<file path="src/rtl/cpt_pkg.sv">
package cpt_pkg;

  // Latency of the chunked multiplier, in register stages
  localparam int MUL_LAT = 5;
  // Width of one multiplier chunk
  localparam int MUL_CHUNK = 32;

  localparam int REGION_W = 3;
  typedef logic [REGION_W-1:0] region_t;

  localparam region_t RGN_INTERIOR = 3'd0;
  localparam region_t RGN_VERT_A   = 3'd1;
  localparam region_t RGN_VERT_B   = 3'd2;
  localparam region_t RGN_VERT_C   = 3'd3;
  localparam region_t RGN_EDGE_AB  = 3'd4;
  localparam region_t RGN_EDGE_AC  = 3'd5;
  localparam region_t RGN_EDGE_BC  = 3'd6;

endpackage

</file>
<file path="src/rtl/cpt_mul.sv">
// Signed multiplier cut into unsigned chunk products, summed over two stages
module cpt_mul
  import cpt_pkg::*;
#(
  parameter int AW = 33,
  parameter int BW = 33
) (
  input  logic                    clk_i,
  input  logic                    en_i,
  input  logic signed [AW-1:0]    a_i,
  input  logic signed [BW-1:0]    b_i,
  output logic signed [AW+BW-1:0] p_o
);

  localparam int CK = MUL_CHUNK;
  localparam int NA = (AW + CK - 1) / CK;
  localparam int NB = (BW + CK - 1) / CK;
  localparam int RW = (NB + 1) * CK;
  localparam int SW = (NA + NB) * CK;
  localparam int PW = AW + BW;

  logic [AW-1:0]        abs_a;
  logic [BW-1:0]        abs_b;
  logic [NA*CK-1:0]     ma_q;
  logic [NB*CK-1:0]     mb_q;
  logic                 sg_q [4];
  logic [2*CK-1:0]      pp_q [NA][NB];
  logic [RW-1:0]        row_d [NA];
  logic [RW-1:0]        row_q [NA];
  logic [SW-1:0]        acc_d;
  logic [SW-1:0]        acc_q;
  logic signed [PW-1:0] p_q;

  assign abs_a = a_i[AW-1] ? -a_i : a_i;
  assign abs_b = b_i[BW-1] ? -b_i : b_i;

  // sum chunk products along each row, then the rows
  always_comb begin
    for (int i = 0; i < NA; i++) begin
      row_d[i] = '0;
      for (int j = 0; j < NB; j++) begin
        row_d[i] = row_d[i] + (RW'(pp_q[i][j]) << (j * CK));
      end
    end
    acc_d = '0;
    for (int i = 0; i < NA; i++) begin
      acc_d = acc_d + (SW'(row_q[i]) << (i * CK));
    end
  end

  // advance all stages together
  always_ff @(posedge clk_i) begin
    if (en_i) begin
      ma_q     <= (NA*CK)'(abs_a);
      mb_q     <= (NB*CK)'(abs_b);
      sg_q[0]  <= a_i[AW-1] ^ b_i[BW-1];
      for (int i = 1; i < 4; i++) sg_q[i] <= sg_q[i-1];
      for (int i = 0; i < NA; i++) begin
        for (int j = 0; j < NB; j++) begin
          pp_q[i][j] <= ma_q[i*CK +: CK] * mb_q[j*CK +: CK];
        end
      end
      row_q <= row_d;
      acc_q <= acc_d;
      p_q   <= sg_q[3] ? -$signed(acc_q[PW-1:0]) : $signed(acc_q[PW-1:0]);
    end
  end

  assign p_o = p_q;

endmodule

</file>
<file path="config.mk">
export PLATFORM = sky130hd
export DESIGN_NAME = cpt_mul
export DESIGN_NICKNAME = d
export VERILOG_FILES = /design/src/rtl/cpt_pkg.sv /design/src/rtl/cpt_mul.sv
export SDC_FILE = /design/constraint.sdc
export NUM_CORES = 2
export LEC_CHECK = 0
export BUFFER_PORTS_ARGS = -buffer_cell sky130_fd_sc_hd__buf_4
export CAP_MARGIN = 20
export CORE_ASPECT_RATIO = 0.8
export CORE_UTILIZATION = 45
export CTS_CLUSTER_SIZE = 28
export DETAILED_ROUTE_END_ITERATION = 6
export GPL_ROUTABILITY_DRIVEN = 1
export PLACE_DENSITY_LB_ADDON = 0.08
export SYNTH_ARGS = -nofsm -noshare
export SYNTH_HDL_FRONTEND = slang
export SYNTH_SLANG_ARGS = --single-unit
</file>
<file path="constraint.sdc">
create_clock -name clk_i -period 22.2 [get_ports clk_i]
set_input_delay 4.44 -clock clk_i [delete_from_list [all_inputs] [get_ports clk_i]]
set_output_delay 4.44 -clock clk_i [all_outputs]
set_load 0.005 [all_outputs]
</file>
Yosys cells after proc, flatten, opt, wreduce, memory -nomap -nowiden
Memory sizes are Yosys's and may differ from the RTL's.
Cells that the tools add are included.

storage, ports and cells
  register bits = 298
  latch bits = 0
  memory bits (writable) = 198
  memory bits (read-only) = 0
  bits of input ports = 68
  output and inout bits = 66
  logic and storage cells = 26
  memories kept = 2

cells by class
  add/sub/neg operators = 6
  multiply operators = 4
  divide/modulo/power cells = 0
  magnitude comparators = 0
  eq/ne operators = 0
  shifts and indexed selects = 0
  mux-type cells = 5
  bitwise operators = 1
  reduce and logical (&&, ||, !) cells = 0

memory list
  name  words  width  read ports  clocked after memory_dff  write ports  line           source
  pp_q  2      97     2           0                         2            cpt_mul.sv:27  logic [2*CK-1:0] pp_q [NA][NB];
  sg_q  4      1      4           0                         4            cpt_mul.sv:26  logic sg_q [4];

operators by type and width
  kind                                            number
  64-bit by 66-bit adder with 66-bit output       1
  66-bit adder                                    1
  66-bit 2-to-1 mux                               1
  33-bit negation                                 2
  66-bit negation                                 1
  32-bit by 32-bit multiplier with 64-bit output  1
  32-bit 2-to-1 mux                               2
  34-bit adder                                    1
  1-bit by 32-bit multiplier with 33-bit output   1
  32-bit by 1-bit multiplier with 33-bit output   1
  1-bit by 1-bit multiplier with 2-bit output     1
  1-bit 2-to-1 mux                                2
  1-bit bitwise XOR                               1

Longest topological paths before layout
  depth after elaboration = 2
  mapped depth = 27
  mapped depth without buffers = 25

Least setup slack after synthesis
OpenSTA, ideal clock, no wires.

  kind = register to register
  start = register mb_q[2]
  end = memory pp_q[0][83] (netlist name) (data pin)
  setup time = 256 ps
  data arrival time = 7132 ps
  data required time = 21944 ps
  slack = 14812 ps
  stages on the path, launching flop included = 23
  buffers on the path = 2
  clock period less this slack = 7388 ps
  cells stage by stage = edfxtp_1 -> clkbuf_1 -> and2_1 -> fa_1 -> inv_1 -> fa_1 -> fa_1 -> fa_1 -> inv_1 -> fa_1 -> fa_1 -> fa_1 -> fa_1 -> ha_1 -> clkbuf_1 -> nand2_1 -> a2111oi_0 -> nor2_1 -> a2111oi_0 -> o21ai_0 -> o21ai_1 -> a21oi_1 -> o211a_1

RTL lines
  element                   line           source
  start: declaration        cpt_mul.sv:25  logic [NB*CK-1:0] mb_q;
  start signal: assignment  cpt_mul.sv:55  mb_q <= (NB*CK)'(abs_b);
  end: declaration          cpt_mul.sv:27

==> flow_summary_export.csv <==
group,metric,value,unit
critical_path,cp_max_fo,19,
floorplanning,boundaryPins,134,
clocking,cts_tree,"yes",
timing,relSlewSlack,35.4,%
place,hpwlAfterDp,108,mm
outcome,violations,"design-rule violations",
critical_path,start_kind,"flip-flop",
synth,synth_top_family_by_area,"adder cells",
global_routing,grt_antenna_before_repair,10,
detailed_routing,vias_per_cell,5.30,
synth,netlist_area,52400,sq um
critical_path,required,22.58,ns
detailed_routing,antenna_left,0,
synth,syn_nets,6319,
clocking,htree_levels,2,
critical_path,critPathArrivalTime,9.25,ns
timing,drv_slew,0,
synth,synthArstFlopShare,0,%
outcome,outcome,"finished with violations",
clocking,cts_resized,0,
timing,hold_viol_final,0,
synth,synth_adder_area_share,42.2,%
synth,syn_inst,5022,
layout,nets,6329,
synth,synth_edf_count,429,
timing,holdWs,0.411,ns
synth,ys.flop_type,"edfxtp_1",
detailed_routing,drt-initial-drc-count,2820,
detailed_routing,wl_per_cell,22.2,um
clocking,cts_buffer_depth,3,
synth,synthTopCellsByCount,"inv_1, fa_1, and2_1, nand2_1, edfxtp_1",
timing,rsz0062_at_grt,"no",
clocking,post_cts_buffers,0,
run,drv_cap,0,
synth,synthMuxAreaShare,0.0382,%
hold_path,min_path_type,"reg2reg",
timing,min_period_over_period,40.0,%
detailed_routing,drt-total-wl,147,mm
floorplanning,start_util,45.6,%
critical_path,end_kind,"flip-flop",
detailed_routing,dr.pass1.iters,7,
clocking,clk_pin_slew,0.07,ns
layout,final_cell_area,56600,sq um
critical_path,slowest_stage,"edfxtp_1",
synth,yosys.area.top_type,"fa_1",
timing,fmax,113,MHz
synth,yosysUniqueCellTypes,70,
floorplanning,die_y,307,um
clocking,clock-sinks,429,
synth,synth.area.top_cells,"fa_1, edfxtp_1, and2_1",
place,io_buffer_count,133,
global_routing,grt_start_max_net_pins,83,
synth,synth_most_common_cell,"inv_1",
layout,syn2layout_area_growth,7.89,%
detailed_routing,drc_errors,22,
synth,synth-compound-area-share,5.91,%
clocking,clkLatencyLatePin,0.63,ns
timing,fin_skew,0.0204,ns
clocking,root_buffer,"clkbuf_16",
clocking,holdBufCountCts,0,
global_routing,grt_usage,25.5,%
clocking,cts_inserted_buffers,48,
global_routing,grt.overflow.total,0,
place,dpl-instance-area,55000,sq um
global_routing,grt_pass1_wl,225,mm
floorplanning,core,115000,sq um
place,place.gp.congestion,0.919,
synth,avgSynthCellArea,10.4,sq um
layout,drive_above_1_share,5.90,%
timing,setup_viol,0,
timing,worst_slew_pin_slew,0.959,ns
synth,synth_xor_area_share,4.06,%
global_routing,first_global_vias,36363,
synth,synth_top_area_share,34.3,%
detailed_routing,vias,34943,
synth,ys_seq_elements,429,
floorplanning,die_w,384,um
floorplanning,fp-row-count,111,
critical_path,cpMostUsedCell,"fa_1",
synth,yosys.area_share.simple,15.0,%
critical_path,critical_path_class,"reg2reg",
floorplanning,die_area,118000,sq um
synth,seq_area_frac_synth,24.6,%
timing,tns,0,ns
critical_path,max_stage_delay,0.69,ns
synth,yosys_warnings,0,
critical_path,crit_chain,"buf_16, and2_1, fa_1, inv_1, fa_1, fa_1, fa_1, inv_1, fa_1, inv_1, fa_1, inv_1, fa_1, fa_1, ha_1, nand2_1, a2111oi_0, nor2_1, a2111oi_0, o21ai_0, o21ai_1, a21oi_1, o211a_1",
timing,fin_crit,8.88,ns
worst max-delay path: cells and delay by family (launching register included):
| family | cells | cell delay [ns] |
|---|---|---|
| buffers and inverters | 5 | 0.50 |
| adder cells (fa/ha/maj) | 9 | 4.26 |
| AO/OA/AOI/OAI | 6 | 2.69 |
| flip-flops | 1 | 0.69 |
| AND/OR/NAND/NOR | 3 | 0.44 |
cell type report:
| class | instances | area, sq um |
|---|---|---|
| clock buffers | 54 | 1220 |
| flip-flops and latches | 429 | 12900 |
| fillers | 10740 | 58400 |
| repair buffers | 207 | 1580 |
| well taps | 1525 | 1910 |
| clock inverters | 30 | 352 |
| diodes | 3 | 7.51 |
| multi-input cells | 3441 | 35200 |
| inverters | 905 | 3400 |
flip-flops by register name (all words and copies together), names as in the netlist:
register,cells
mb_q,33
p_o,66
pp_q,129
ma_q,33
acc_q,66
sg_q,4
row_q,98
routing by layer:
metal / GRT usage [%] / share of wire, % / wire length (um)
met5: 0.741 / 0.093 / 137
met4: 4.56 / 1.7 / 2520
met3: 6.85 / 9.7 / 14300
met2: 34.5 / 39 / 56600
met1: 40.6 / 50 / 73000
cells by family (layout without fill, tap and decap cells):
family	count (synthesis)	count (layout)
AO/OA/AOI/OAI	479	479
XOR/XNOR	243	243
adder cells (fa/ha/maj)	1229	1229
buffers and inverters	1152	1196
flip-flops	429	429
multiplexers	2	2
other	0	3
AND/OR/NAND/NOR	1488	1488
cells in the final DEF, fill, tap and decap left out, types with 61 or more instances in the layout:
cell type / Yosys / final
buf_4: 0 / 204
xnor2_1: 204 / 204
and2_1: 684 / 684
inv_1: 905 / 905
a21oi_1: 137 / 137
fa_1: 898 / 898
o21ai_0: 106 / 106
nand2_1: 538 / 538
nor2_1: 61 / 61
edfxtp_1: 429 / 429
ha_1: 331 / 331
through the flow:
step / setup slack, ns / cells / utilization (%)
2_1_floorplan: 14.81 / 5022 / -
3_3_place_gp: 12.85 / 6505 / 47.8
3_5_place_dp: 13.31 / 6507 / 47.8
4_1_cts: 13.32 / 6591 / 49.2
5_1_grt: 13.00 / 6592 / 49.2
6_report: 13.32 / 6594 / 49.2
final timing paths:
check               from     endpoint  slack (ns)  cells after the start
max              mb_q[2]  pp_q[0][83]       13.32                     23
min          pp_q[0][58]   row_q[121]        0.41                      0
max reg2reg      mb_q[2]  pp_q[0][83]       13.32                     23
min reg2reg  pp_q[0][58]   row_q[121]        0.41                      0
Power is left out: the tool's default activity adds up to more than one toggle a clock period on the data nets, which glitch-free logic cannot reach.
